`src/hdl/smfi_pkg.sv`:
```
`default_nettype none
// ----------------------------------------------------------------------------
// smfi_pkg
// Shared types and constants of the streaming first-occurrence key search.
// ----------------------------------------------------------------------------
package smfi_pkg;

  // Default values of the top-level parameters.
  localparam int KEY_MAX_BYTES_DEF = 16;
  localparam int POSITION_BITS_DEF = 16;

  // Fixed field widths.
  localparam int LEN_BITS      = 5;
  localparam int POS_OUT_BITS  = 16;
  localparam int KEY_WORD_BITS = 64;
  localparam int CFG_DATA_BITS = 64;
  localparam int CFG_ADDR_BITS = 5;

  // Register index, taken from the address bits above the 8-byte word offset.
  typedef enum logic [1:0] {
    REG_KEY_LOW  = 2'd0,
    REG_KEY_HIGH = 2'd1,
    REG_KEY_LEN  = 2'd2
  } reg_idx_t;

  // Configuration handed from the register file to the search core.
  typedef struct packed {
    logic [KEY_WORD_BITS-1:0] key_lo;
    logic [KEY_WORD_BITS-1:0] key_hi;
    logic [LEN_BITS-1:0]      key_len;
  } cfg_t;

  // One request as held in the input register.
  typedef struct packed {
    logic [7:0] target_byte;
    logic       last_byte;
    logic       no_byte;
  } item_t;

  // One result as held in the output register.
  typedef struct packed {
    logic                    match_found;
    logic [POS_OUT_BITS-1:0] match_position;
    logic                    length_overflow;
  } result_t;

endpackage : smfi_pkg
`default_nettype wire

```
`src/hdl/smfi_core.sv`:
```
`default_nettype none
// ----------------------------------------------------------------------------
// smfi_core
// Window compare against the key, stream state and the result register.
// ----------------------------------------------------------------------------
module smfi_core import smfi_pkg::*; #(
  parameter int KEY_MAX_BYTES = KEY_MAX_BYTES_DEF,
  parameter int POSITION_BITS = POSITION_BITS_DEF
) (
  input  logic    clk,
  input  logic    rst_n,
  input  cfg_t    cfg,
  input  logic    a_valid,
  input  item_t   a_item,
  output logic    a_adv,
  output logic    out_valid,
  input  logic    out_ready,
  output result_t out_res
);

  localparam int RECENT_DEPTH = (KEY_MAX_BYTES > 1) ? KEY_MAX_BYTES - 1 : 1;
  localparam int CMP_W = ((POSITION_BITS > LEN_BITS) ? POSITION_BITS : LEN_BITS) + 1;
  localparam logic [POSITION_BITS-1:0] POS_CAP = '1;
  localparam logic [LEN_BITS-1:0]      LEN_CAP = LEN_BITS'(KEY_MAX_BYTES);

  logic [7:0]               recent_r [RECENT_DEPTH];
  logic [7:0]               recent_nxt [RECENT_DEPTH];
  logic [POSITION_BITS-1:0] seen_r, seen_nxt;
  logic                     hit_seen_r, hit_seen_nxt;
  logic [POSITION_BITS-1:0] hit_start_r, hit_start_nxt;
  logic                     ovf_r, ovf_nxt;
  logic                     out_valid_r, out_valid_nxt;
  result_t                  out_res_r, out_res_nxt;

  logic [2*KEY_WORD_BITS-1:0] key_vec;
  logic [LEN_BITS-1:0]        len;
  logic                       hit;
  logic                       m;
  logic                       at_cap;
  logic                       over_now;
  logic                       reach;
  logic [CMP_W-1:0]           start_calc;
  logic [POSITION_BITS-1:0]   start;
  logic                       take;
  logic                       new_hit;
  logic                       out_free;
  logic                       emit;
  logic [POSITION_BITS-1:0]   pos_full;
  logic [31:0]                pos_wide;
  result_t                    res;

  assign key_vec = {cfg.key_hi, cfg.key_lo};
  assign len     = (cfg.key_len > LEN_CAP) ? LEN_CAP : cfg.key_len;

  // Parallel compare: for every key length, the newest byte against the last
  // key byte and the stored bytes against the earlier ones. The configured
  // length picks one of the answers.
  always_comb begin
    hit = 1'b0;
    m   = 1'b0;
    for (int l = 1; l <= KEY_MAX_BYTES; l++) begin
      m = (key_vec[8*(l-1) +: 8] == a_item.target_byte);
      for (int i = 0; i < l - 1; i++) begin
        m = m & (key_vec[8*i +: 8] == recent_r[l-2-i]);
      end
      if (len == LEN_BITS'(l)) begin
        hit = m;
      end
    end
  end

  // Position bookkeeping for the byte now in the input register.
  assign at_cap     = (seen_r == POS_CAP);
  assign over_now   = ovf_r || at_cap;
  assign reach      = over_now || ((CMP_W'(seen_r) + CMP_W'(1)) >= CMP_W'(len));
  assign start_calc = CMP_W'(seen_r) + CMP_W'(2) - CMP_W'(len);
  assign start      = over_now ? POS_CAP : start_calc[POSITION_BITS-1:0];

  // Handshake: bytes that end no target never wait on the result register.
  assign out_free = !out_valid_r || out_ready;
  assign a_adv    = a_valid && (!a_item.last_byte || out_free);
  assign take     = a_adv && !a_item.no_byte;
  assign emit     = a_adv && a_item.last_byte;
  assign new_hit  = take && !hit_seen_r && (len != '0) && reach && hit;

  // Stream state update, result assembly and clear at the end of a target.
  always_comb begin
    seen_nxt      = seen_r;
    hit_seen_nxt  = hit_seen_r;
    hit_start_nxt = hit_start_r;
    ovf_nxt       = ovf_r;
    recent_nxt    = recent_r;
    if (take) begin
      seen_nxt = at_cap ? seen_r : seen_r + POSITION_BITS'(1);
      ovf_nxt  = over_now;
      if (new_hit) begin
        hit_seen_nxt  = 1'b1;
        hit_start_nxt = start;
      end
      for (int i = RECENT_DEPTH - 1; i > 0; i--) begin
        recent_nxt[i] = recent_r[i-1];
      end
      recent_nxt[0] = a_item.target_byte;
    end

    if (len == '0) begin
      pos_full = POSITION_BITS'(1);
    end else if (hit_seen_nxt) begin
      pos_full = hit_start_nxt;
    end else begin
      pos_full = '0;
    end
    pos_wide            = 32'(pos_full);
    res.match_found     = (len == '0) || hit_seen_nxt;
    res.match_position  = pos_wide[POS_OUT_BITS-1:0];
    res.length_overflow = ovf_nxt;

    out_valid_nxt = out_valid_r;
    out_res_nxt   = out_res_r;
    if (emit) begin
      out_valid_nxt = 1'b1;
      out_res_nxt   = res;
      seen_nxt      = '0;
      hit_seen_nxt  = 1'b0;
      hit_start_nxt = '0;
      ovf_nxt       = 1'b0;
      for (int i = 0; i < RECENT_DEPTH; i++) begin
        recent_nxt[i] = '0;
      end
    end else if (out_ready) begin
      out_valid_nxt = 1'b0;
    end
  end

  always_ff @(posedge clk) begin
    if (!rst_n) begin
      seen_r      <= '0;
      hit_seen_r  <= 1'b0;
      hit_start_r <= '0;
      ovf_r       <= 1'b0;
      out_valid_r <= 1'b0;
      for (int i = 0; i < RECENT_DEPTH; i++) begin
        recent_r[i] <= '0;
      end
    end else begin
      seen_r      <= seen_nxt;
      hit_seen_r  <= hit_seen_nxt;
      hit_start_r <= hit_start_nxt;
      ovf_r       <= ovf_nxt;
      out_valid_r <= out_valid_nxt;
      recent_r    <= recent_nxt;
    end
    out_res_r <= out_res_nxt;
  end

  assign out_valid = out_valid_r;
  assign out_res   = out_res_r;

endmodule : smfi_core
`default_nettype wire

```
`config.mk`:
```
export PLATFORM = sky130hd
export DESIGN_NAME = smfi_core
export DESIGN_NICKNAME = d
export VERILOG_FILES = /design/src/hdl/smfi_pkg.sv /design/src/hdl/smfi_core.sv
export SDC_FILE = /design/constraint.sdc
export NUM_CORES = 1
export LEC_CHECK = 0
export ABC_AREA = 1
export BUFFER_PORTS_ARGS = -buffer_cell sky130_fd_sc_hd__buf_2
export CAP_MARGIN = 15
export CORE_MARGIN = 8
export CORE_UTILIZATION = 35
export CTS_CLUSTER_DIAMETER = 40
export DETAILED_ROUTE_END_ITERATION = 7
export PLACE_DENSITY = 0.51
export SKIP_CTS_REPAIR_TIMING = 1
export SYNTH_ARGS = -nofsm -noshare
export SYNTH_HDL_FRONTEND = slang
export SYNTH_SLANG_ARGS = --single-unit
```
`constraint.sdc`:
```
create_clock -name clk -period 4.5 [get_ports clk]
set_input_delay 0 -clock clk [delete_from_list [all_inputs] [get_ports clk]]
set_output_delay 0 -clock clk [all_outputs]
set_load 0.005 [all_outputs]
```
==> impl_results.md <==
- Post-DP Area: 23810 µm²
- Core area: 62620 µm²
- WP buf/inv: 1
- Finished Cell Area: 24490 µm²
- Worst VDD drop: 270.9 µV
- Crit end category: flop
- Required time of the critical path: 4.85 ns
- Vias: 27760
- Hold path start: a_item[7]
- Crit path kind: flop to flop
- FFs w/ async S/R, synth: 0
- # rows: 92
- Gr usage total: 0.4754
- Initial DRT Pass Iterations: 8
- Initial core utilization: 0.3513
- First-pass GRT wire length: 230200 µm
- Layout Skew: 0.06516 ns
- Clock transition at path regs: 0.09 ns
- Slew @ Worst Pin: 1.195 ns
- Yosys top cell area share: 0.1899
- WP data arrival: 4.41 ns
- Clock latency on the worst-skew pair: 0.55 ns
- Top_reg_cell synth: dfxtp_1
- Tightest Hold Check Type: input port to flop
- Cell mode on critical path: nand2_1
- Htree depth: 4
- Largest cells by area after synthesis: xnor2_1, nand2_1, dfxtp_1
- Initial antenna violation count: 15
- WL/cell: 39.36 µm
- Number of flops mapped to enable cells by yosys: 18
- Longest Clk Path Bufs: 2
- Top-count cell post-synth: nand2_1
- Hpwl dp: 133800 µm
- Num CTS Buffers: 17
- Reg-to-reg startpoint: recent_r[92]
- Distinct cells, synth: 49
- Multi-input logic area: 15620 µm²
- Max-Cap Viols: 0
- I/O pin total: 167
- Die area: 71130 µm²
- Final cell count without fillers: 4436
- Leakage power: 9.872 nW
- Largest stage delay on the critical path: 0.85 ns
- GRT overflow: 0
- Fmax: 246.6 MHz
- Via/cell ratio: 6.257
- Initial drt markers: 4949
- Ys Warns: 0
- Register area share after synthesis: 0.1656
- Minimum hold slack: 0.04658 ns
- Crit path max fanout: 15
- Clk sinks: 173
- Final setup viols: 0
- Vias in the first global route: 25360
- Cells after DPL: 4395
- Pin count of the biggest net entering global routing: 126
- Leading area contributor after synthesis: xnor2_1
- Yosys reg bits: 173
- Mapped cell area: 22000 µm²
- Max-slew headroom: 0.1958
- Setup TNS Final: 0 ns
- Status: complete, no violations
- Pwr dens: 259.5 nW/µm²
- Share of layout cells above drive strength 1: 0.1306
- # DRC: 0
- Reg area: 3643 µm²
- CP Launch Type: flop
- Final core occ: 0.3912
- Tcrit/Tclk final: 0.9012
- Port bufs: 166
- CTS tree: yes
- Min Tclk post-route: 4.055 ns
- Fin. Hold Viols: 0
- Final Max Slew Viols: 0
- Worst Slack Setup Final: 0.4445 ns
- Final nets: 3754
- Area delta synth->final: 11.35%
- Gate Count Post-Synth: 3479
- RSZ-0062 raised after global routing: no
- Synth top cells by count: nand2_1, xnor2_1, nor2_1, inv_1, nand4_1
- Root Buffer: clkbuf_16
- Die Y: 266.7 µm
- Cell family with most CP delay: simple AND/OR/NAND/NOR gates
- CP max stage cell: dfxtp_1
- Mapped Nets: 3662
- Crit path from: recent_r[92]
- Post-Place Setup Slack: 0.7704 ns
- Antenna-violating nets left: 0
- GP Congestion: 1.093
- Syn_area_per_cell: 6.323 µm²
- Worst path cell trace: inv_1 -> nand2_1 -> nand4_1 -> nor4_1 -> nand4_1 -> nor3_1 -> nand4_1 -> nand3_1 -> nand2_1 -> nand2_1 -> nand2_1 -> nand2_2 -> nand2_4 -> nand2_2 -> nand2_4 -> nor2_1
- Drt total wl: 174600 µm
- Total power: 6.357 mW
- Die X-Extent: 266.7 µm
- Fillers: 7078
==> path summary, 6_finish.rpt <==
| path | cells past startpoint | end | slack [ns] |
|---|---|---|---|
| worst max register to register | 16 | out_res[3] | 0.44 |
| worst min register to register | 2 | recent_r[4] | 0.49 |
| worst max-delay path | 16 | out_res[3] | 0.44 |
| worst min-delay path | 3 | recent_r[117] | 0.05 |
==> layout make-up <==
cell class,instances,area share
Antenna cell,6,0.0006130
Clock buffer,17,0.01737
Clock inverter,15,0.008735
Inverter,274,0.04224
Multi-Input combinational cell,2727,0.6378
Sequential cell,173,0.1487
Tap cell,846,0.04321
Timing Repair Buffer,378,0.1012
==> placed cells by master (no fill, tap or decap), drive strengths merged, types with 6 or more instances in the layout <==
master	count
nor2	289
or2	16
o22ai	48
nand3	105
nand4	210
nor4	63
o21ai	151
clkinv	13
nor3	61
xor2	180
xnor2	477
nand2	861
ha	35
o2111ai	17
buf	375
inv	276
clkbuf	17
o221ai	12
edfxtp	18
a21oi	177
diode	6
dfxtp	155
==> state kept, by name, indices dropped and copies added, names as in the netlist <==
signal and cells:
ovf_r 1, hit_start_r 16, out_res 18, hit_seen_r 1, out_valid 1, recent_r 120
seen_r 16
==> worst register-to-register path: stages (launching register included) <==
cell and delay (ns):
dfxtp_1 0.85, inv_1 0.40, nand2_1 0.15, nand4_1 0.11, nor4_1 0.67, nand4_1 0.16, nor3_1 0.33, nand4_1 0.15
nand3_1 0.18, nand2_1 0.07, nand2_1 0.07, nand2_1 0.09, nand2_2 0.12, nand2_4 0.14, nand2_2 0.13, nand2_4 0.16
nor2_1 0.15
==> power by group <==
part	total (mW)	leakage (nW)	switching (mW)	internal, mW
sequential	1.81	1.44	0.173	1.63
clock	1.75	0.303	0.978	0.769
combinational	2.80	8.13	1.97	0.830
total	6.36	9.87	3.12	3.23
==> layer usage <==
| layer | track usage | vias up | wire, µm |
|---|---|---|---|
| met3 | 0.1900 | 717 | 24830 |
| met5 | 0 | - | 124 |
| met2 | 0.6729 | 2478 | 68950 |
| met1 | 0.5847 | 13130 | 65570 |
| met4 | 0.3232 | 18 | 15110 |
| li1 | - | 11410 | - |
==> kinds of logic after synthesis <==
family          after synthesis  share of synthesized area
flops                       173                     0.1656
simple gates               1611                     0.3216
fa+ha+maj                    36                    0.02082
buf+inv                     579                     0.1243
compound gates              423                     0.1061
xor+xnor                    657                     0.2616
Power figures use the tool's default switching activity.
