File: src/hdl/smfi_pkg.sv
`default_nettype none
// ----------------------------------------------------------------------------
// smfi_pkg
// Shared types and constants of the streaming first-occurrence key search.
// ----------------------------------------------------------------------------
package smfi_pkg;

  // Default values of the top-level parameters.
  localparam int KEY_MAX_BYTES_DEF = 16;
  localparam int POSITION_BITS_DEF = 16;

  // Fixed field widths.
  localparam int LEN_BITS      = 5;
  localparam int POS_OUT_BITS  = 16;
  localparam int KEY_WORD_BITS = 64;
  localparam int CFG_DATA_BITS = 64;
  localparam int CFG_ADDR_BITS = 5;

  // Register index, taken from the address bits above the 8-byte word offset.
  typedef enum logic [1:0] {
    REG_KEY_LOW  = 2'd0,
    REG_KEY_HIGH = 2'd1,
    REG_KEY_LEN  = 2'd2
  } reg_idx_t;

  // Configuration handed from the register file to the search core.
  typedef struct packed {
    logic [KEY_WORD_BITS-1:0] key_lo;
    logic [KEY_WORD_BITS-1:0] key_hi;
    logic [LEN_BITS-1:0]      key_len;
  } cfg_t;

  // One request as held in the input register.
  typedef struct packed {
    logic [7:0] target_byte;
    logic       last_byte;
    logic       no_byte;
  } item_t;

  // One result as held in the output register.
  typedef struct packed {
    logic                    match_found;
    logic [POS_OUT_BITS-1:0] match_position;
    logic                    length_overflow;
  } result_t;

endpackage : smfi_pkg
`default_nettype wire

File: src/hdl/smfi_cfg.sv
`default_nettype none
// ----------------------------------------------------------------------------
// smfi_cfg
// APB-style register file holding the search key and its length.
// ----------------------------------------------------------------------------
module smfi_cfg import smfi_pkg::*; (
  input  logic                     clk,
  input  logic                     rst_n,
  input  logic                     cfg_psel,
  input  logic                     cfg_penable,
  input  logic                     cfg_pwrite,
  input  logic [CFG_ADDR_BITS-1:0] cfg_paddr,
  input  logic [CFG_DATA_BITS-1:0] cfg_pwdata,
  output logic [CFG_DATA_BITS-1:0] cfg_prdata,
  output logic                     cfg_pready,
  output cfg_t                     cfg
);

  logic [KEY_WORD_BITS-1:0] key_lo_r, key_lo_nxt;
  logic [KEY_WORD_BITS-1:0] key_hi_r, key_hi_nxt;
  logic [LEN_BITS-1:0]      key_len_r, key_len_nxt;
  reg_idx_t                 idx;
  logic                     wr_en;

  assign cfg_pready = 1'b1;
  assign idx        = reg_idx_t'(cfg_paddr[CFG_ADDR_BITS-1:3]);
  assign wr_en      = cfg_psel && cfg_penable && cfg_pwrite;

  // Write decode. Addresses past the last register are dropped.
  always_comb begin
    key_lo_nxt  = key_lo_r;
    key_hi_nxt  = key_hi_r;
    key_len_nxt = key_len_r;
    if (wr_en) begin
      case (idx)
        REG_KEY_LOW: begin
          key_lo_nxt = cfg_pwdata[KEY_WORD_BITS-1:0];
        end
        REG_KEY_HIGH: begin
          key_hi_nxt = cfg_pwdata[KEY_WORD_BITS-1:0];
        end
        REG_KEY_LEN: begin
          key_len_nxt = cfg_pwdata[LEN_BITS-1:0];
        end
        default: begin
        end
      endcase
    end
  end

  // Read mux.
  always_comb begin
    case (idx)
      REG_KEY_LOW:  cfg_prdata = key_lo_r;
      REG_KEY_HIGH: cfg_prdata = key_hi_r;
      REG_KEY_LEN:  cfg_prdata = CFG_DATA_BITS'(key_len_r);
      default:      cfg_prdata = '0;
    endcase
  end

  always_ff @(posedge clk) begin
    if (!rst_n) begin
      key_lo_r  <= '0;
      key_hi_r  <= '0;
      key_len_r <= '0;
    end else begin
      key_lo_r  <= key_lo_nxt;
      key_hi_r  <= key_hi_nxt;
      key_len_r <= key_len_nxt;
    end
  end

  assign cfg.key_lo  = key_lo_r;
  assign cfg.key_hi  = key_hi_r;
  assign cfg.key_len = key_len_r;

endmodule : smfi_cfg
`default_nettype wire

File: config.mk
export PLATFORM = sky130hd
export DESIGN_NAME = smfi_cfg
export DESIGN_NICKNAME = d
export VERILOG_FILES = /design/src/hdl/smfi_pkg.sv /design/src/hdl/smfi_cfg.sv
export SDC_FILE = /design/constraint.sdc
export NUM_CORES = 1
export LEC_CHECK = 0
export ABC_AREA = 0
export BUFFER_PORTS_ARGS = -buffer_cell sky130_fd_sc_hd__buf_2
export CAP_MARGIN = 20
export CORE_AREA = 4 4 115 117
export CTS_BUF_LIST = sky130_fd_sc_hd__clkbuf_8 sky130_fd_sc_hd__clkbuf_16
export CTS_CLUSTER_SIZE = 40
export DETAILED_ROUTE_END_ITERATION = 12
export DIE_AREA = 0 0 119 121
export GPL_TIMING_DRIVEN = 0
export PLACE_DENSITY = 0.82
export SLEW_MARGIN = 20
export SYNTH_ARGS = -nofsm -noshare
export SYNTH_HDL_FRONTEND = slang
export SYNTH_SLANG_ARGS = --single-unit
File: constraint.sdc
create_clock -name clk -period 2.5 [get_ports clk]
set_clock_uncertainty 0.05 [all_clocks]
set_input_delay 0.125 -clock clk [delete_from_list [all_inputs] [get_ports clk]]
set_output_delay 0.125 -clock clk [all_outputs]
set_load 0.02 [all_outputs]
==> results.md, run 1 <==
* Outcome: finished clean
* CP Data Arrival Time at roughly 1.7 ns
* Worst r2r src: key_hi_r[8]
* Cell area power density at between 500 and 600 nW/µm²
* Final Hold Viols at 0
* # DRC at 0
* Crit end category: output port
* Via-to-Cell Ratio at 5.10
* Synthesized area at around 6000 µm²
* Slew Viols, Final at 0
* Antenna violations before repair at 0
* Setup repair after global routing missed its margin: no
* PortBufs at between 200 and 300
* Num CTS Buffers at 17
* Post-synthesis net count at roughly 730
* Core area at between 10000 and 15000 µm²
* Layout area overhead at 46.2%
* Cell taking the most area after synthesis: dfxtp_1
* Worst vdd rail ir drop at roughly 0.00035 V
* Clock Tree Buf Depth at 2
* Max-slew headroom at between 40% and 50%
* Hold wc startpoint: cfg_paddr[3]
* # diodes at 0
* Final ANT Viol Nets at 0
* Avg Inst Size Synth at a little over 9 µm²
* CTS H-tree lvls at 4
* Lkg Pwr at between 0.004 and 0.005 µW
* Die area at 14400 µm²
* # hold bufs at CTS at between 60 and 70
* Tmin final at 1.84 ns
* Total gr overflow at 0
* GRT Util Overall at between 20 and 30%
* Critical-path top delay cell: clkbuf_1
* Number of DRC markers in iteration 0 at 406
* Worst-Margin Slew at about 0.87 ns
* Crit path required time at around 2.3 ns
* Commonest non-fill, non-tap cell in the layout: buf_2
* Global-route wire length before repair at 32.3 mm
* Post-route cell area at between 8000 and 9000 µm²
* Skew-Pair Late Insertion Delay at 0.41 ns
* Via Count at 6052
* Crit path from: cfg_paddr[4]
* Tcrit/Tclk final at 73.7%
* Initial Util at between 40 and 50%
* First-pass DRT Iterations at 5
* Post-synthesis register bit count at 133
* Hpwl dp at ~14 mm
* Root Buffer: clkbuf_16
* Cell Chain, Critical Path: buf_2 > clkbuf_1 > clkbuf_1 > nor2_1 > buf_2
* FILL cells at a little under 900
* Worst-path clk slew at around 0.06 ns
* # setup viols final at 0
* Cell variety after synth at 16
* Ys Warns at 0
* Post-route setup TNS at 0 ns
* RePlAce Congestion at approximately 0.81
* Syn Inst Count at ~650
* Total Wirelength at slightly above 20 mm
* Vias in the first global route at 6074
* I/O pins at 272
* CP max FO at 10
* Share of cells above drive strength 1 at around a third
* CTS tree: done
* Main area contributors after synthesis: dfxtp_1 (44%), mux2i_1 (33%), nand2_1 (13%)
* Number of gates resized after CTS at 0
* Synth top area share at between 40 and 50%
* WL/cell at approximately 17 µm
* Worst setup SP type: primary input
* CP max stage delay at about 0.70 ns
* Setup WS pre-CTS at 0.728 ns
* CTS sink cnt at 133
* Worst hold slack at around 0.062 ns
* Largest net degree at the start of global routing at 17
* Kind of critical path: primary input to output port
* Hold WC Path Type: primary input to register
* # rows at roughly 40
* Die H at roughly 120 µm
* Max Cap Viol at 0
* Fin nets at around 1100
* Achievable Freq at ~540 MHz
* Placed Area at between 7000 and 8000 µm²
* Post-CTS setup buffers at 0
* Sequential area share after synthesis at about 44%
* Final worst slack at 0.657 ns
* Die width at approximately 120 µm
* Commonest non-fill, non-tap cells in the layout: buf_2 (279), nand2_1 (202), mux2i_1 (197)
==> sequential cells by signal, summed over array words and instances, names as in the netlist <==
signal and flops:
key_hi_r 64, key_len_r 5, key_lo_r 64
==> critical path: cells and delay by family <==
family,cells,cell delay (ns)
buffers and inverters,4,1.39
AND/OR/NAND/NOR,1,0.15
==> kinds of logic after synthesis <==
family / count (synthesis) / synth area share [%]
flip-flops: 133 / 44.2
AND/OR/NAND/NOR: 266 / 17.0
buffers and inverters: 52 / 5.71
AO/OA/AOI/OAI: 5 / 0.415
multiplexers: 197 / 32.7
other: 1 / 0.0622
==> stage by stage <==
stage,std cells,total power (µW),utilization (%)
after floorplan,654,2460,-
after global placement,1091,2630,61.2
after detailed placement,1091,2630,61.2
after CTS,1187,5230,71.3
after global routing,1187,5370,71.3
final,1187,5220,71.3
==> per-layer routing <==
| layer | vias to the layer above | wire, µm | GRT usage, % |
|---|---|---|---|
| li1 | 2851 | - | - |
| met1 | 2852 | 8460 | 32.9 |
| met2 | 291 | 10300 | 49.7 |
| met3 | 58 | 1270 | 7.09 |
| met4 | 0 | 679 | 12.0 |
| met5 | - | 0 | 0 |
==> Yosys cell counts <==
cell type and count:
nor3_1 1, or3b_1 1, nor2_1 59, mux2i_1 197, buf_4 7, dfxtp_1 133
nand3_2 1, buf_12 6, o21ai_0 5, nor3b_2 1, nor2b_1 1, nand2_1 202
clkbuf_1 24, conb_1 1, buf_2 14, buf_6 1
==> final cells by class <==
| cell class | count | area [µm²] | area share (%) |
|---|---|---|---|
| clock inverter | 14 | 161 | 1.83 |
| buffer | 52 | 344 | 3.90 |
| timing repair buffer | 329 | 1970 | 22.3 |
| multi-input combinational | 469 | 3020 | 34.3 |
| clock buffer | 18 | 439 | 4.98 |
| sequential | 133 | 2660 | 30.2 |
| tap | 172 | 215 | 2.44 |
==> path summary, 6_finish.rpt <==
path                                        to  slack, ns  cells past startpoint
worst min-delay path              key_len_r[0]       0.06                      3
worst max-delay path            cfg_prdata[57]       0.66                      5
worst min register to register     key_hi_r[5]       0.42                      2
worst max register to register     key_hi_r[8]       1.74                      2
==> power breakdown <==
| part | total [µW] | switching [µW] | internal (µW) | leakage [µW] |
|---|---|---|---|---|
| registers | 2170 | 22.8 | 2150 | 0.00107 |
| clock network | 2540 | 958 | 1590 | 0.000295 |
| logic | 505 | 289 | 216 | 0.00330 |
| total | 5220 | 1270 | 3950 | 0.00467 |
Note: power is estimated with default switching activity, not from simulation.
==> run 2: changes to the inputs <==
- CORE_AREA: 4 4 115 117 -> 4 4 124 126
- DIE_AREA: 0 0 119 121 -> 0 0 128 130
- PLACE_DENSITY: 0.82 -> 0.75
- clock period: 2.5 -> 1.6 ns (I/O delays scaled with it)
==> run 2 against run 1 <==
Compared with the run above: power grew 58%; largest power group unchanged; register-to-register slack worse by 0.86 ns; die area rose by 16%.
==> results.md, run 2 (synthesis gave the netlist of run 1 again) <==
* Initial Util at 42.1% (-6.6 points)
* Buf+Inv Stages, Crit Path at 4 (unchanged)
* Total gr overflow at 0 (unchanged)
* Share of cells above drive strength 1 at 32.4% (+0.36 points)
* Comb pwr share at 9.5% (-0.2 points)
* Total Wirelength at 20.5 mm (-1.1%)
* WL/cell at 17.1 µm (-2.2%)
* Skew-Pair Late Insertion Delay at 0.41 ns (about the same)
* Highest routed layer: met4
* Tmin final at 1.50 ns
* Most common cell on crit path: buf_2
* # DRC at 0 (unchanged)
* CTS sink cnt at 133 (unchanged)
* # setup viols final at 0 (unchanged)
* Global-route wire length before repair at 31.5 mm (-2.6%)
* Die area at 16600 µm² (+16%)
* Die H at 130 µm (+7.4%)
* Via-to-Cell Ratio at 5.00 (-1.9%)
* Worst r2r dst: key_hi_r[15]
* Setup repair after global routing missed its margin: yes
* Routed wl met3 at 1.43 mm (+13%)
* Final Hold Viols at 0 (unchanged)
* First-pass DRT Iterations at 5 (unchanged)
* Crit path from: cfg_paddr[3]
* Top Registers: key_hi_r x64, key_lo_r x64, key_len_r x5
* Final core occ at 62.0% (-9.3 points)
* Tcrit/Tclk final at 93.8%
* Crit path to: cfg_prdata[43]
* Root Buffer: clkbuf_16
* Final ANT Viol Nets at 0 (unchanged)
* Setup WS pre-CTS at -0.147 ns (-0.875 ns)
* Internal at 6360 µW (+61%)
* Fin nets at 1077 (+0.093%)
* Worst vdd rail ir drop at 0.000637 V (+83%)
* Psw at 1900 µW (+50%)
* Slew Viols, Final at 0 (unchanged)
* Largest net degree at the start of global routing at 17 (unchanged)
* Critical-path top delay cell: buf_2
* CP max FO at 10 (unchanged)
* Worst-Margin Slew at 0.656 ns (-0.211 ns)
* FILL cells at 1192 (+34%)
* DR WL met2 at 10.2 mm (-1.3%)
* Wl on met1 at 8.38 mm (-0.95%)
* WP depth at 6 (+1)
* CP Data Arrival Time at 1.37 ns (-0.30 ns)
* Part of the power in registers at 41.1% (-0.5 points)
* Die width at 128 µm (+7.6%)
* Antenna violations before repair at 0 (unchanged)
* Via Count at 6008 (-0.73%)
* PortBufs at 265 (unchanged)
* Cell area power density at 931 nW/µm² (+57%)
* Clock Tree Buf Depth at 2 (unchanged)
* Hold WC Path Type: primary input to register
* Crit end category: output port
* Placed Area at 7590 µm² (+0.20%)
* Clock power frac at 49.4% (+0.7 points)
* I/O pins at 272 (unchanged)
* Lkg Pwr at 0.00472 µW (+0.91%)
* CTS H-tree lvls at 4 (unchanged)
* Area of the multi-input gates at 3020 µm² (unchanged)
* Commonest non-fill, non-tap cells in the layout: buf_2 (277), nand2_1 (202), mux2i_1 (197)
* Hpwl dp at 14.1 mm (+1.5%)
* Vias in the first global route at 5935 (-2.3%)
* Layout area overhead at 47.1%
* Worst r2r src: key_hi_r[15]
* RePlAce Congestion at 0.810 (+0.63%)
* Num CTS Buffers at 17 (unchanged)
* Worst setup SP type: primary input
* FF-to-FF setup slack at 0.88 ns (-0.86 ns)
* Top delay family on crit path: buffers and inverters
* Number of DRC markers in iteration 0 at 271 (-33%)
* CTS tree: done
* CP max stage delay at 0.43 ns (-0.27 ns)
* Outcome: finished clean
* Core area at 14300 µm² (+16%)
* Max-slew headroom at 56.3% (+14 points)
* Post-CTS setup buffers at 0 (unchanged)
* Achievable Freq at approximately 670 MHz
* Post-route cell area at 8870 µm² (+0.65%)
* Final total power at 8260 µW (+58%)
* Worst hold slack at 0.0569 ns (-0.00554 ns)
* Final worst slack at 0.0993 ns (-0.557 ns)
* Max Cap Viol at 0 (unchanged)
* Reg area at 2660 µm² (unchanged)
* Cell Chain, Critical Path: buf_2 > buf_2 > buf_2 > mux2i_1 > nor2_1 > buf_2
* Kind of critical path: primary input to output port
* R2r worst-path depth at 2 (unchanged)
* Worst-path clk slew at 0.06 ns (about the same)
* GRT Util Overall at 24.0% (-4.3 points)
* Crit path required time at 1.47 ns (-0.86 ns)
* Commonest non-fill, non-tap cell in the layout: buf_2
* Net Sw Frac at 23.0% (-1.3 points)
* # rows at 44 (+7.3%)
run 2: worst min-delay path by stage:
| stage | start | endpoint | slack, ns | cells after the start |
|---|---|---|---|---|
| finish | cfg_penable | key_len_r[2] | 0.06 | 4 |
| global route | cfg_penable | key_len_r[0] | 0.07 | 4 |
| CTS | cfg_penable | key_len_r[2] | 0.04 | 4 |
| detailed placement | cfg_pwdata[11] | key_hi_r[11] | 0.31 | 3 |
| global placement | cfg_pwdata[10] | key_hi_r[10] | 0.30 | 3 |
| floorplan | cfg_pwdata[10] | key_hi_r[10] | 0.19 | 2 |
run 2: timing repair:
action / CTS / global route
gates resized for setup: 4 / 6
hold buffers: 65 / 0
pin swaps: 0 / 0
cloned: 0 / 0
endpoints found under the setup margin: 23 / 14
endpoints found under the hold margin: 133 / 0
run 2: per-stage QoR:
stage	setup TNS, ns	std cells
3_3_place_gp	-5.28	1103
6_report	0	1201
5_1_grt	-0.00478	1200
2_1_floorplan	0	654
4_1_cts	0	1200
3_5_place_dp	-7.92	1103
run 2: power by group through the flow:
stage	registers [µW]	clock network [µW]	logic, µW
3_3_place_gp	3460	0	649
5_1_grt	3400	4240	845
6_report	3390	4080	785
3_5_place_dp	3460	0	656
4_1_cts	3390	4120	784
2_1_floorplan	3510	0	338
run 2: layout make-up:
type	instances	area share [%]
multi-input cells	469	34.1
flip-flops and latches	133	30.0
repair buffers	330	22.3
clock buffers	19	5.11
plain buffers	52	4.02
well taps	184	2.60
clock inverters	13	1.86
diodes	1	0.0282
run 2: worst min-delay path: stages:
cell,delay [ns]
buf_2,0.10
nand3_2,0.07
nor3b_2,0.09
mux2i_1,0.12
run 2: metal layers:
layer / vias up / global-route usage, %
met5: - / 0
met4: 0 / 9.99
met3: 40 / 5.65
met2: 260 / 41.6
met1: 2842 / 28.8
li1: 2866 / -
==> run 3: changes to the inputs <==
- CORE_AREA: 4 4 124 126 -> 4 4 137 139
- DIE_AREA: 0 0 128 130 -> 0 0 141 143
- PLACE_DENSITY: 0.75 -> 0.63
==> run 3 against run 2 <==
Compared with the run above: via count is 3.6% lower; hold slack gained 0.033 ns; core utilization decreased by 12 points; setup slack worse by 0.0050 ns.
==> results.md, run 3 (synthesis gave the netlist of run 1 again) <==
* Crit end category: output port
* Via-to-Cell Ratio at 4.65 (-7.0%)
* Global-route wire length before repair at 32.8 mm (+4.0%)
* WL/cell at 16.8 µm (-1.5%)
* Largest net degree at the start of global routing at 17 (unchanged)
* # DRC at 0 (unchanged)
* RePlAce Congestion at 0.804 (-0.70%)
* Number of DRC markers in iteration 0 at 280 (+3.3%)
* Skew-Pair Late Insertion Delay at 0.41 ns (about the same)
* Num CTS Buffers at 17 (unchanged)
* CTS H-tree lvls at 4 (unchanged)
* Worst hold slack at 0.0898 ns (+0.0329 ns)
* Die H at 143 µm (+10%)
* Outcome: finished clean
* # rows at 49 (+11%)
* Achievable Freq at 664 MHz (-0.33%)
* Post-route cell area at 8850 µm² (-0.18%)
* Worst-Margin Slew at 0.615 ns (-0.0405 ns)
* Total gr overflow at 0 (unchanged)
* CTS tree: done
* Die width at 141 µm (+10%)
* Post-route setup TNS at 0 ns (unchanged)
* Worst setup SP type: primary input
* Root Buffer: clkbuf_16
* CP max FO at 10 (unchanged)
* Hold WC Path Type: primary input to register
* CP max stage delay at 0.45 ns (+0.02 ns)
* Share of cells above drive strength 1 at 32.3% (-0.098 points)
* Tmin final at 1.51 ns (+0.00503 ns)
* Commonest non-fill, non-tap cell in the layout: buf_2
* Post-CTS setup buffers at 0 (unchanged)
* GRT Util Overall at 20.7% (-3.3 points)
* Layout area overhead at 46.8%
* Lkg Pwr at 0.00468 µW (-0.69%)
* Max-slew headroom at 59.0% (+2.7 points)
* CTS sink cnt at 133 (unchanged)
* Tcrit/Tclk final at 94.1% (+0.31 points)
* Max Cap Viol at 0 (unchanged)
* Clock Tree Buf Depth at 2 (unchanged)
* Cell area power density at 881 nW/µm² (-5.4%)
* Final ANT Viol Nets at 0 (unchanged)
* # setup viols final at 0 (unchanged)
* Top Registers: key_hi_r x64, key_lo_r x64, key_len_r x5
* Vias in the first global route at 5842 (-1.6%)
* Core area at 17700 µm² (+23%)
* FILL cells at 1668 (+40%)
* Worst vdd rail ir drop at 0.000679 V (+6.6%)
* Critical-path top delay cell: clkbuf_1
* Slew Viols, Final at 0 (unchanged)
* Die area at 20200 µm² (+21%)
* # diodes at 0 (-1)
* Total Wirelength at 20.9 mm (+2.1%)
* Setup repair after global routing missed its margin: yes
* Via Count at 5790 (-3.6%)
* Cell Chain, Critical Path: buf_2 > clkbuf_1 > clkbuf_1 > o21ai_0 > buf_2
* Crit path required time at 1.47 ns (about the same)
* Fin nets at 1077 (unchanged)
* PortBufs at 265 (unchanged)
* Hpwl dp at 14.6 mm (+3.8%)
* I/O pins at 272 (unchanged)
* Final Hold Viols at 0 (unchanged)
* Antenna violations before repair at 0 (unchanged)
* CP Data Arrival Time at 1.38 ns (about the same)
* Worst-path clk slew at 0.05 ns (about the same)
* Initial Util at 34.1% (-8.0 points)
* Commonest non-fill, non-tap cells in the layout: buf_2 (276), nand2_1 (202), mux2i_1 (197)
* First-pass DRT Iterations at 5 (unchanged)
* Placed Area at 7640 µm² (+0.74%)
* Kind of critical path: primary input to output port
## run 3: cell types whose count changed in the layout (fill, tap and decap cells not counted)
cell	delta
clkbuf_2	-1
clkinv_2	+2
clkinv_4	+1
bufinv_16	-3
buf_2	-1
clkbuf_1	+1
diode_2	-1
buf_4	+1
## run 3: routing by layer
metal / GRT usage, % / share of wire (%)
met3: 4.42 / 5.6
met2: 33.8 / 47
met1: 26.8 / 44
met4: 8.62 / 2.9
met5: 0 / 0
## run 3: repair_timing
item,CTS,global route
cloned,0,0
hold endpoints to repair,133,0
hold buffers,65,0
resized for setup,5,4
pin swaps,0,0
endpoints found under the setup margin,40,25
## run 3: per-stage QoR
stage          total power (µW)  std cells  worst slack (ns)  util, %
2_1_floorplan              3850        654             0.397        -
3_3_place_gp               4130       1148            -0.189     43.3
3_5_place_dp               4130       1148            -0.192     43.3
4_1_cts                    7880       1245            0.0374     50.1
5_1_grt                    8100       1245           -0.0713     50.1
6_report                   7800       1245            0.0943     50.1
## run 3: where the power goes
part	leakage, µW	internal, µW	switching (µW)
clock	0.000283	2180	1430
sequential	0.00107	3360	34.5
combinational	0.00333	342	452
total	0.00468	5880	1920
## run 3: area by class of cell
type                            count  area, µm²  share of cell area (%)
Tap cell                          229        287                    3.24
Sequential cell                   133       2660                    30.1
Buffer                             52        358                    4.04
Multi-Input combinational cell    469       3020                    34.1
Timing Repair Buffer              330       1980                    22.3
Clock inverter                     13       93.8                    1.06
Clock buffer                       19        453                    5.12
## run 3: path summary, 6_finish.rpt
kind / startpoint / to / slack, ns / depth (start not counted)
min: cfg_penable / key_len_r[0] / 0.09 / 4
max: cfg_paddr[4] / cfg_prdata[3] / 0.09 / 5
max reg2reg: key_hi_r[44] / key_hi_r[44] / 0.89 / 2
min reg2reg: key_lo_r[40] / key_lo_r[40] / 0.42 / 2
## run 3: critical path, delay by kind of cell
kind,cells,cell delay [ns]
buffers and inverters,4,1.13
AOI/OAI and AO/OA,1,0.16
