<file path="config.mk">
export PLATFORM = sky130hd
export DESIGN_NAME = smfi_in_reg
export DESIGN_NICKNAME = d
export VERILOG_FILES = /design/src/hdl/smfi_pkg.sv /design/src/hdl/smfi_in_reg.sv
export SDC_FILE = /design/constraint.sdc
export NUM_CORES = 1
export LEC_CHECK = 0
export BUFFER_PORTS_ARGS = -buffer_cell sky130_fd_sc_hd__buf_2
export CAP_MARGIN = 25
export CORE_AREA = 4 4 41 43
export CTS_CLUSTER_SIZE = 24
export DETAILED_ROUTE_END_ITERATION = 10
export DIE_AREA = 0 0 45 47
export PLACE_DENSITY = 0.62
export SETUP_SLACK_MARGIN = 0.2
export SLEW_MARGIN = 0
export SYNTH_ARGS = -nofsm -noshare
export SYNTH_HDL_FRONTEND = slang
export SYNTH_SLANG_ARGS = --single-unit
</file>
<file path="constraint.sdc">
create_clock -name clk -period 2.4 [get_ports clk]
set_clock_uncertainty 0.2 [all_clocks]
set_input_delay 0.12 -clock clk [delete_from_list [all_inputs] [get_ports clk]]
set_output_delay 0.12 -clock clk [all_outputs]
set_load 0.02 [all_outputs]
</file>
<file path="src/hdl/smfi_pkg.sv">
`default_nettype none
// ----------------------------------------------------------------------------
// smfi_pkg
// Shared types and constants of the streaming first-occurrence key search.
// ----------------------------------------------------------------------------
package smfi_pkg;

  // Default values of the top-level parameters.
  localparam int KEY_MAX_BYTES_DEF = 16;
  localparam int POSITION_BITS_DEF = 16;

  // Fixed field widths.
  localparam int LEN_BITS      = 5;
  localparam int POS_OUT_BITS  = 16;
  localparam int KEY_WORD_BITS = 64;
  localparam int CFG_DATA_BITS = 64;
  localparam int CFG_ADDR_BITS = 5;

  // Register index, taken from the address bits above the 8-byte word offset.
  typedef enum logic [1:0] {
    REG_KEY_LOW  = 2'd0,
    REG_KEY_HIGH = 2'd1,
    REG_KEY_LEN  = 2'd2
  } reg_idx_t;

  // Configuration handed from the register file to the search core.
  typedef struct packed {
    logic [KEY_WORD_BITS-1:0] key_lo;
    logic [KEY_WORD_BITS-1:0] key_hi;
    logic [LEN_BITS-1:0]      key_len;
  } cfg_t;

  // One request as held in the input register.
  typedef struct packed {
    logic [7:0] target_byte;
    logic       last_byte;
    logic       no_byte;
  } item_t;

  // One result as held in the output register.
  typedef struct packed {
    logic                    match_found;
    logic [POS_OUT_BITS-1:0] match_position;
    logic                    length_overflow;
  } result_t;

endpackage : smfi_pkg
`default_nettype wire

</file>
<file path="src/hdl/smfi_in_reg.sv">
`default_nettype none
// ----------------------------------------------------------------------------
// smfi_in_reg
// Input register stage: captures one request and holds it until the core
// consumes it.
// ----------------------------------------------------------------------------
module smfi_in_reg import smfi_pkg::*; (
  input  logic  clk,
  input  logic  rst_n,
  input  logic  in_valid,
  output logic  in_ready,
  input  item_t in_item,
  output logic  a_valid,
  output item_t a_item,
  input  logic  a_adv
);

  logic  a_valid_r, a_valid_nxt;
  item_t a_item_r, a_item_nxt;

  // The stage takes a new request when empty or when its content moves on.
  assign in_ready = !a_valid_r || a_adv;

  always_comb begin
    a_valid_nxt = a_valid_r;
    a_item_nxt  = a_item_r;
    if (in_valid && in_ready) begin
      a_valid_nxt = 1'b1;
      a_item_nxt  = in_item;
    end else if (a_adv) begin
      a_valid_nxt = 1'b0;
    end
  end

  always_ff @(posedge clk) begin
    if (!rst_n) begin
      a_valid_r <= 1'b0;
    end else begin
      a_valid_r <= a_valid_nxt;
    end
    a_item_r <= a_item_nxt;
  end

  assign a_valid = a_valid_r;
  assign a_item  = a_item_r;

endmodule : smfi_in_reg
`default_nettype wire

</file>
==> out/qor.yml, run 1 <==
layout:
  drive_gt1_share_pct: 55.36
  area.growth.synth_to_final_pct: 81.12
  n_antenna_cell: 0
  num-nets-final: 71
  nFillCells: 125
global_routing:
  grt_pass1_wl_mm: 1.311
  overflow_left_after_global_routing: 0
  antenna_violations_before_repair: 0
  global_route.usage.total_pct: 9.478
  grt_max_degree: 11
  number_of_global_route_vias_before_repair: 322
clock_tree:
  cts_root_buffer: "sky130_fd_sc_hd__clkbuf_4"
  path_clk_slew_ns: 0.07
  clock_buffers_created_by_tritoncts: 3
  post_cts_resized: 0
  htree_levels: 1
  post_cts_buffers: 0
  cts_tree: "done"
  clock_sink_count: 11
  max-clock-path-buffers: 2
  insertion_delay_ns: 0.26
floorplanning:
  num_io_pins: 26
  core_um2: 1301
  start_util_pct: 27.50
  die-area_um2: 2115
  floorplan.die.height_um: 47
  rows: 13
  die_w_um: 45
timing:
  fin_setup_tns_ns: 0
  worst_pin_slew_ns: 0.1378
  timing.hold.ws_ns: 0.1005
  fin_crit_sh_pct: 62.24
  fin_crit_ns: 1.494
  maximum_frequency_from_static_timing_analysis_mhz: 669.5
  timing.final.hold_violations: 0
  rsz_0062_raised_after_global_routing: "no"
  timing.slew.headroom_pct: 90.82
  setup_viol: 0
  drv_slew: 0
synthesis:
  synth.ff_latch_count: 11
  yosysSeqAreaShare_pct: 89.51
  synth_cell_types: 6
  syn_area_um2: 357.8
  post_synth.cell_area_avg_um2: 23.86
  synth_async_sr_flop_share_pct: 0
  area_share_of_the_leading_cell_type_in_the_synthesized_netlist_pct: 83.92
  netlist_top_cells_area: "sky130_fd_sc_hd__edfxtp_1, sky130_fd_sc_hd__dfxtp_1, sky130_fd_sc_hd__nand2b_4, sky130_fd_sc_hd__a21boi_2, sky130_fd_sc_hd__and2_4"
  post-synth-top-count-cell: "sky130_fd_sc_hd__edfxtp_1"
  synth_enable_flop_cells: 10
  yosys_most_used_dff: "sky130_fd_sc_hd__edfxtp_1"
  synth_top_area_cell: "sky130_fd_sc_hd__edfxtp_1"
  yosysWarningCount: 0
  synthesis.nets: 29
  netlist_instances: 15
critical_path:
  worstPathArrival_ns: 1.44
  top_cell_by_count_worst_path: "sky130_fd_sc_hd__dlygate4sd3_1"
  timing.critical_path.fanout_max: 1
  worstSetupPathType: "primary input to flip-flop"
  critPathCaptureType: "flip-flop"
  timing.critical_path.from_type: "primary input"
  cpPeakStageDelay_ns: 0.55
  worst-endpoint-required_ns: 2.35
  path_cells: "dlygate4sd3_1, buf_2, a21boi_2, dlygate4sd3_1"
  cpMaxStageDelayCell: "sky130_fd_sc_hd__dlygate4sd3_1"
drt:
  ant_nets: 0
  wirelength_um: 874
  drt_pre_antenna_iters: 4
  dr_total_vias: 290
  dr.first_iter.drc_count: 2
  wl_met1_um: 257
  topRoutingLayerUsed: "met3"
  route.detailed.drc: 0
  met3RoutedLength_um: 76
  avgRoutedWirePerCell_um: 12.31
  viasPerCell: 4.085
  met2_wirelength_um: 540
power:
  cellLeakagePower_nw: 0.2900
  p_sw_uw: 89.67
  maximum_ir_drop_on_the_vdd_rail_uv: 297.4
  part_of_the_power_in_the_clock_network_pct: 29.7
  design_power_total_uw: 407.4
  power_report.internal_total_uw: 317.7
  comb_power_share_pct: 15.0
  pwr-share-seq_pct: 55.3
  pd_cells_nw_per_um2: 628.6
  power_switching_share_pct: 22.01
placed_design:
  routabilityCongestion: 0.5812
  port-buffer-count: 25
  post-dp-hpwl_um: 553.1
run:
  drv_cap: 0
worst_hold_path:
  class_of_the_worst_hold_path: "primary input to flip-flop"
status:
  outcome: "completed"
-- sequential cells by signal, summed over array words and instances (netlist names) --
signal / flops
a_valid: 1
a_item: 10
-- what timing repair did --
item | in CTS | in global routing
hold buffers | 12 | 0
endpoints found under the hold margin | 11 | 0
setup endpoints to repair | 0 | 0
-- cell type report --
type / count / area [um^2] / share of cell area [%]
clock buffer: 4 / 26.28 / 4.054
inverter: 1 / 3.754 / 0.5792
multi-input combinational: 3 / 33.78 / 5.212
sequential: 11 / 320.3 / 49.42
tap: 15 / 18.77 / 2.896
timing repair buffer: 37 / 245.2 / 37.84
-- per-stage QoR --
| step | area [um^2] | util (%) | worst slack [ns] | cells |
|---|---|---|---|---|
| finish | 648.1 | 49.81 | 0.9063 | 71 |
| global route | 648.1 | 49.81 | 0.8936 | 71 |
| CTS | 648.1 | 49.81 | 0.9236 | 71 |
| detailed placement | 501.7 | 38.56 | 1.279 | 55 |
| global placement | 501.7 | 38.56 | 1.294 | 55 |
| floorplan | 357.8 | - | 1.154 | 15 |
-- path summary, 6_finish.rpt --
| path | start | end | slack (ns) | cells past startpoint |
|---|---|---|---|---|
| worst max register to register | a_valid | a_valid | 1.04 | 3 |
| worst min-delay path | in_valid | a_item[4] | 0.10 | 2 |
| worst max-delay path | rst_n | a_valid | 0.91 | 4 |
| worst min register to register | a_valid | a_item[4] | 0.58 | 2 |
-- per-layer routing --
metal / up-vias / GRT usage (%)
met5: - / 0
met4: 0 / 5.263
met3: 0 / 3.831
met2: 15 / 20.34
met1: 137 / 6.444
li1: 138 / -
-- kinds of logic (layout without fill, tap and decap cells) --
logic type	after synthesis	in the layout	synth area share, %
flops	11	11	89.51
simple gates	2	2	6.293
compound gates	1	1	3.147
buf+inv	1	42	1.048
-- worst max-delay path, delay by kind of cell --
kind                   cells  cell delay [ns]
AO/OA/AOI/OAI              1             0.13
buffers and inverters      3             1.19
-- power groups by stage --
stage,registers (mW),clock network [mW],logic (mW)
floorplan,0.244,0,0.00900
global placement,0.229,0,0.0455
detailed placement,0.230,0,0.0460
CTS,0.225,0.125,0.0611
global route,0.227,0.133,0.0649
finish,0.225,0.121,0.0613
-- cells in the final DEF (no fill, tap or decap) --
master                           n
sky130_fd_sc_hd__a21boi_2        1
sky130_fd_sc_hd__and2_4          1
sky130_fd_sc_hd__buf_2          25
sky130_fd_sc_hd__clkbuf_1        1
sky130_fd_sc_hd__clkbuf_4        3
sky130_fd_sc_hd__dfxtp_1         1
sky130_fd_sc_hd__dlygate4sd3_1  12
sky130_fd_sc_hd__edfxtp_1       10
sky130_fd_sc_hd__inv_1           1
sky130_fd_sc_hd__nand2b_4        1
(Power assumes the default switching activity.)
==> inputs of run 2 (changes only) <==
Clock period 2.4 ns to 1.55 ns, I/O delays scaled along.
==> out/qor.yml, run 2 (same netlist as run 1, synthesis figures left out) <==
global_routing:
  grt_pass1_wl_mm: 1.311  # unchanged
  antenna_violations_before_repair: 0  # unchanged
  overflow_left_after_global_routing: 0  # unchanged
  grt_max_degree: 11  # unchanged
  global_route.usage.total_pct: 9.171  # was 9.478%
  number_of_global_route_vias_before_repair: 307  # was 322
clock_tree:
  post_cts_resized: 0  # unchanged
  htree_levels: 1  # unchanged
  insertion_delay_ns: 0.26  # about the same
  post_cts_buffers: 0  # unchanged
  path_clk_slew_ns: 0.06  # was 0.07 ns
  cts_tree: "done"  # unchanged
  clock_buffers_created_by_tritoncts: 3  # unchanged
  clock_sink_count: 11  # unchanged
  max-clock-path-buffers: 2  # unchanged
  number_of_buffers_added_to_fix_hold_violations_after_cts: 13  # was 12
  cts_root_buffer: "sky130_fd_sc_hd__clkbuf_4"  # unchanged
floorplanning:
  start_util_pct: 27.50  # unchanged
  core_um2: 1301  # unchanged
  num_io_pins: 26  # unchanged
  floorplan.die.height_um: 47  # unchanged
  die_w_um: 45  # unchanged
  die-area_um2: 2115  # unchanged
  rows: 13  # unchanged
layout:
  drive_gt1_share_pct: 54.39  # was 55.36%
  multi_input_area_um2: 33.78  # unchanged
  num-nets-final: 72  # was 71
  mostFrequentLayoutCell: "sky130_fd_sc_hd__buf_2"  # unchanged
  area.growth.synth_to_final_pct: 83.92  # was 81.12%
  most-common-layout-cells: "sky130_fd_sc_hd__buf_2, sky130_fd_sc_hd__dlygate4sd3_1, sky130_fd_sc_hd__edfxtp_1"  # unchanged
  n_antenna_cell: 0  # unchanged
  nFillCells: 125  # unchanged
  final_cells: 72  # was 71
  number_of_flip_flops_in_the_largest_register: 10  # unchanged
  seqCellArea_um2: 320.3  # unchanged
drt:
  dr_total_vias: 278  # was 290
  ant_nets: 0  # unchanged
  avgRoutedWirePerCell_um: 11.18  # was 12.31 um
  drt_pre_antenna_iters: 2  # was 4
  route.detailed.drc: 0  # unchanged
  wirelength_um: 805  # was 874 um
  dr.first_iter.drc_count: 2  # unchanged
  viasPerCell: 3.861  # was 4.085
timing:
  timing.slew.headroom_pct: 91.12  # was 90.82%
  fin_crit_ns: 1.300
  setup_viol: 0  # unchanged
  drv_slew: 0  # unchanged
  fin_crit_sh_pct: 83.89
  fin_setup_tns_ns: 0  # unchanged
  rsz_0062_raised_after_global_routing: "no"  # unchanged
  timing.final.hold_violations: 0  # unchanged
  worst_pin_slew_ns: 0.1332  # was 0.1378 ns
  maximum_frequency_from_static_timing_analysis_mhz: 769.1
placed_design:
  routabilityCongestion: 0.5785  # was 0.5812
  port-buffer-count: 25  # unchanged
  post-dp-hpwl_um: 550.9  # was 553.1 um
  place_inst: 55  # unchanged
run:
  drv_cap: 0  # unchanged
critical_path:
  worstSetupPathType: "primary input to output port"  # was primary input to flip-flop
  timing.critical_path.fanout_max: 3  # was 1
  path_cells: "dlygate4sd3_1, buf_2, nand2b_4, buf_2"  # was dlygate4sd3_1, buf_2, a21boi_2, dlygate4sd3_1
  cpPeakStageDelay_ns: 0.53  # was 0.55 ns
  top_cell_by_count_worst_path: "sky130_fd_sc_hd__buf_2"  # was sky130_fd_sc_hd__dlygate4sd3_1
  critPathCaptureType: "output port"  # was flip-flop
  worstPathArrival_ns: 1.02  # was 1.44 ns
  path_buf_inv: 3  # unchanged
  critical-path-top-delay-family: "buffers and inverters"  # unchanged
  timing.critical_path.from_type: "primary input"  # unchanged
  cpMaxStageDelayCell: "sky130_fd_sc_hd__dlygate4sd3_1"  # unchanged
  worst-endpoint-required_ns: 1.27  # was 2.35 ns
status:
  outcome: "completed"  # unchanged
power:
  pd_cells_nw_per_um2: 951.9  # was 628.6 nW/um^2
  cellLeakagePower_nw: 0.2929  # was 0.2900 nW
  maximum_ir_drop_on_the_vdd_rail_uv: 512.5  # was 297.4 uV
worst_hold_path:
  class_of_the_worst_hold_path: "flip-flop to flip-flop"  # was primary input to flip-flop
## run 2: cell count changes in the layout (fill, tap and decap cells not counted), sizes merged
cell | previous run | this run
dlygate4sd3 | 12 | 13
## run 2: power breakdown
group / switching [mW] / leakage [nW] / internal [mW]
logic: 0.0454 / 0.173 / 0.0501
registers: 0.00486 / 0.105 / 0.344
clock network: 0.0831 / 0.0150 / 0.0992
total: 0.133 / 0.293 / 0.493
## run 2: final cells by class
| cell class | count | area share [%] |
|---|---|---|
| flip-flops and latches | 11 | 48.67 |
| well taps | 15 | 2.852 |
| clock buffers | 4 | 3.992 |
| inverters | 1 | 0.5703 |
| repair buffers | 38 | 38.78 |
| multi-input cells | 3 | 5.133 |
## run 2: metal layers
metal | track usage (%) | vias to the layer above | part of all wire [%]
met5 | 0 | - | 0
met4 | 5.263 | 0 | 0
met2 | 17.23 | 11 | 60
met3 | 2.682 | 0 | 8.2
li1 | - | 140 | -
met1 | 8.873 | 127 | 32
## run 2: final timing paths
kind         startpoint   endpoint  slack (ns)  cells after the start
max reg2reg     a_valid  a_item[6]        0.43                      2
min             a_valid    a_valid        0.30                      2
min reg2reg     a_valid    a_valid        0.30                      2
max               a_adv   in_ready        0.25                      4
## run 2: worst register-to-register path: cells and delay by family, from the launching register on
family        cells  cell delay (ns)
flops             1             0.33
simple gates      2             0.30
## run 2: per-stage QoR
stage                     instance area [um^2]  hold slack [ns]  setup slack, ns  total power [mW]  utilization [%]
after global placement                   501.7          0.05640           0.4438            0.4254            38.56
after global routing                     658.1           0.3168           0.2074            0.6639            50.58
after detailed placement                 501.7          0.05559           0.4258            0.4262            38.56
final                                    658.1           0.3023           0.2497            0.6265            50.58
after CTS                                658.1           0.3094           0.2558            0.6362            50.58
after floorplan                          357.8         -0.02363           0.3038            0.3921                -
==> inputs of run 3 (changes only) <==
Settings changed: ABC_AREA from default to 1, PLACE_DENSITY 0.62 to 0.61.
Clock period 1.55 ns to 1.2 ns, I/O delays scaled along.
==> out/qor.yml, run 3 <==
status:
  outcome: "finished with violations"  # was completed
  violations: "negative hold slack"
clock_tree:
  cts_root_buffer: "sky130_fd_sc_hd__clkbuf_4"  # unchanged
  cts_tree: "done"  # unchanged
  number_of_buffers_added_to_fix_hold_violations_after_cts: 11  # was 13
  clock_buffers_created_by_tritoncts: 3  # unchanged
  max-clock-path-buffers: 2  # unchanged
  clock_sink_count: 11  # unchanged
  path_clk_slew_ns: 0.07  # was 0.06 ns
  htree_levels: 1  # unchanged
  insertion_delay_ns: 0.26  # about the same
synthesis:
  netlist_top_cells_area: "sky130_fd_sc_hd__edfxtp_1, sky130_fd_sc_hd__dfxtp_1, sky130_fd_sc_hd__a21oi_2, sky130_fd_sc_hd__inv_1, sky130_fd_sc_hd__nand2_2"  # was sky130_fd_sc_hd__edfxtp_1, sky130_fd_sc_hd__dfxtp_1, sky130_fd_sc_hd__nand2b_4, sky130_fd_sc_hd__a21boi_2, sky130_fd_sc_hd__and2_4
  synth_top_area_cell: "sky130_fd_sc_hd__edfxtp_1"  # unchanged
  syn_area_um2: 351.6  # was 357.8 um^2
  netlist_instances: 17  # was 15
  synth.ff_latch_count: 11  # unchanged
  post_synth.cell_area_avg_um2: 20.68  # was 23.86 um^2
  yosysSeqAreaShare_pct: 91.10  # was 89.51%
  synthesis.nets: 31  # was 29
  yosys_most_used_dff: "sky130_fd_sc_hd__edfxtp_1"  # unchanged
  synth_async_sr_flop_share_pct: 0  # unchanged
  ys_top_cells_by_count: "sky130_fd_sc_hd__edfxtp_1, sky130_fd_sc_hd__inv_1"
  post-synth-top-count-cell: "sky130_fd_sc_hd__edfxtp_1"  # unchanged
  area_share_of_the_leading_cell_type_in_the_synthesized_netlist_pct: 85.41  # was 83.92%
  synth_cell_types: 7  # was 6
  synth_enable_flop_cells: 10  # unchanged
  yosysWarningCount: 0  # unchanged
placed_design:
  port-buffer-count: 25  # unchanged
  place_inst: 57  # was 55
  dpl-instance-area_um2: 510.5  # was 501.7 um^2
  routabilityCongestion: 0.6396  # was 0.5785
  place_ws_ns: 0.009769  # was 0.4258 ns
critical_path:
  critPathCaptureType: "flip-flop"  # was output port
  path_buf_inv: 1  # was 3
  worst_r2r_startpoint: "a_valid"  # unchanged
  worstSetupPathType: "flip-flop to flip-flop"  # was primary input to output port
  worstReg2RegEnd: "a_item[6]"  # unchanged
  crit_cells: 2  # was 4
  crit_end: "a_item[6]"  # was in_ready
  r2r.worst_path.cells: 2  # unchanged
  reg2reg_setup_slack_ns: 0.06  # was 0.43 ns
  timing.critical_path.from: "a_valid"  # was a_adv
  worst-endpoint-required_ns: 0.98  # was 1.27 ns
  timing.critical_path.from_type: "flip-flop"  # was primary input
  timing.critical_path.fanout_max: 10  # was 3
  worstPathArrival_ns: 0.92  # was 1.02 ns
  cpMaxStageDelayCell: "sky130_fd_sc_hd__dfxtp_4"  # was sky130_fd_sc_hd__dlygate4sd3_1
  path_cells: "a21oi_4, buf_12"  # was dlygate4sd3_1, buf_2, nand2b_4, buf_2
  cpPeakStageDelay_ns: 0.36  # was 0.53 ns
  critical-path-top-delay-family: "flip-flops"  # was buffers and inverters
floorplanning:
  floorplan.die.height_um: 47  # unchanged
  rows: 13  # unchanged
  num_io_pins: 26  # unchanged
  core_um2: 1301  # unchanged
  die-area_um2: 2115  # unchanged
  die_w_um: 45  # unchanged
  start_util_pct: 27.02  # was 27.50%
timing:
  setup_ws_ns: 0.05675  # was 0.2497 ns
  worst_pin_slew_ns: 0.1417  # was 0.1332 ns
  fin_setup_tns_ns: 0  # unchanged
  maximum_frequency_from_static_timing_analysis_mhz: 874.7
  timing.final.hold_violations: 1  # was 0
  rsz_0062_raised_after_global_routing: "yes"  # was no
  drv_slew: 0  # unchanged
  fin_crit_ns: 1.143
  fin_crit_sh_pct: 95.27
  timing.hold.ws_ns: -0.1196  # was 0.3023 ns
  setup_viol: 0  # unchanged
  timing.slew.headroom_pct: 90.55  # was 91.12%
layout:
  fin_area_um2: 716.9  # was 658.1 um^2
  final_cells: 73  # was 72
  seqCellArea_um2: 324.1  # was 320.3 um^2
  num-nets-final: 73  # was 72
  nFillCells: 129  # was 125
  most-common-layout-cells: "sky130_fd_sc_hd__buf_2, sky130_fd_sc_hd__dlygate4sd3_1, sky130_fd_sc_hd__edfxtp_1"  # unchanged
  multi_input_area_um2: 31.28  # was 33.78 um^2
  area.growth.synth_to_final_pct: 103.9  # was 83.92%
  finalCoreUtilization_pct: 55.10  # was 50.58%
  mostFrequentLayoutCell: "sky130_fd_sc_hd__buf_2"  # unchanged
  drive_gt1_share_pct: 58.62  # was 54.39%
  n_antenna_cell: 0  # unchanged
  number_of_flip_flops_in_the_largest_register: 10  # unchanged
power:
  cellLeakagePower_nw: 0.3134  # was 0.2929 nW
  pd_cells_nw_per_um2: 1171  # was 951.9 nW/um^2
  maximum_ir_drop_on_the_vdd_rail_uv: 534.0  # was 512.5 uV
drt:
  avgRoutedWirePerCell_um: 10.27  # was 11.18 um
  drt_pre_antenna_iters: 3  # was 2
  ant_nets: 0  # unchanged
  wirelength_um: 750  # was 805 um
  dr_total_vias: 266  # was 278
  route.detailed.drc: 0  # unchanged
  dr.first_iter.drc_count: 1  # was 2
  viasPerCell: 3.644  # was 3.861
global_routing:
  antenna_violations_before_repair: 0  # unchanged
  grt_max_degree: 11  # unchanged
  global_route.usage.total_pct: 7.952  # was 9.171%
  grt_pass1_wl_mm: 1.131  # was 1.311 mm
  overflow_left_after_global_routing: 0  # unchanged
  number_of_global_route_vias_before_repair: 265  # was 307
worst_hold_path:
  class_of_the_worst_hold_path: "primary input to flip-flop"  # was flip-flop to flip-flop
run:
  drv_cap: 0  # unchanged
run 3: changes by cell type in the layout (fill, tap and decap cells not counted), sizes merged:
cell	delta
buf	+1
and2	-1
a21boi	-1
nand2b	-1
a21oi	+2
dlygate4sd3	-2
inv	+2
nand2	+1
run 3: stage by stage:
stage                     total power [mW]  hold WS (ns)
after floorplan                     0.5077      -0.04113
after global placement              0.5510       0.03969
after detailed placement            0.5522       0.03899
after CTS                           0.8390       -0.1358
after global routing                0.8774      -0.09793
final                               0.8393       -0.1196
run 3: cells by family (layout without fill, tap and decap cells):
logic type / after synthesis / in the layout / synth area share [%]
AO/OA/AOI/OAI: 2 / 2 / 3.914
buffers and inverters: 3 / 44 / 3.203
flip-flops: 11 / 11 / 91.10
AND/OR/NAND/NOR: 1 / 1 / 1.780
run 3: worst min path at each step:
stage | depth (start not counted) | endpoint | start
global placement | 1 | a_item[2] | in_item[2]
CTS | 4 | a_valid | a_adv
finish | 4 | a_valid | a_adv
floorplan | 0 | a_item[0] | in_item[0]
global route | 4 | a_valid | a_adv
detailed placement | 1 | a_item[0] | in_item[0]
run 3: layout make-up:
cell class | instances | share of cell area [%]
clock buffer | 4 | 3.665
inverter | 3 | 1.571
multi-input combinational | 3 | 4.363
sequential | 11 | 45.20
tap | 15 | 2.618
timing repair buffer | 37 | 42.58
run 3: layer usage:
layer	vias to the layer above	track usage (%)	wire [um]
li1	143	-	-
met1	102	9.547	315
met2	21	12.15	338
met3	0	2.682	96
met4	0	5.263	0
met5	-	0	0
run 3: worst register-to-register path: stages (launching register included):
cell,delay [ns]
sky130_fd_sc_hd__dfxtp_4,0.36
sky130_fd_sc_hd__a21oi_4,0.16
sky130_fd_sc_hd__buf_12,0.14
run 3: power breakdown:
part	internal [mW]	switching (mW)	leakage, nW	total, mW
clock	0.128	0.111	0.0150	0.239
sequential	0.444	0.0101	0.106	0.454
combinational	0.0832	0.0631	0.193	0.146
run 3: what timing repair did:
action                                  in CTS  in global routing
buffers inserted                             1                  0
endpoints found under the setup margin      22                 22
endpoints found under the hold margin       11                  1
resized for setup                            4                 12
pin swaps                                    1                  0
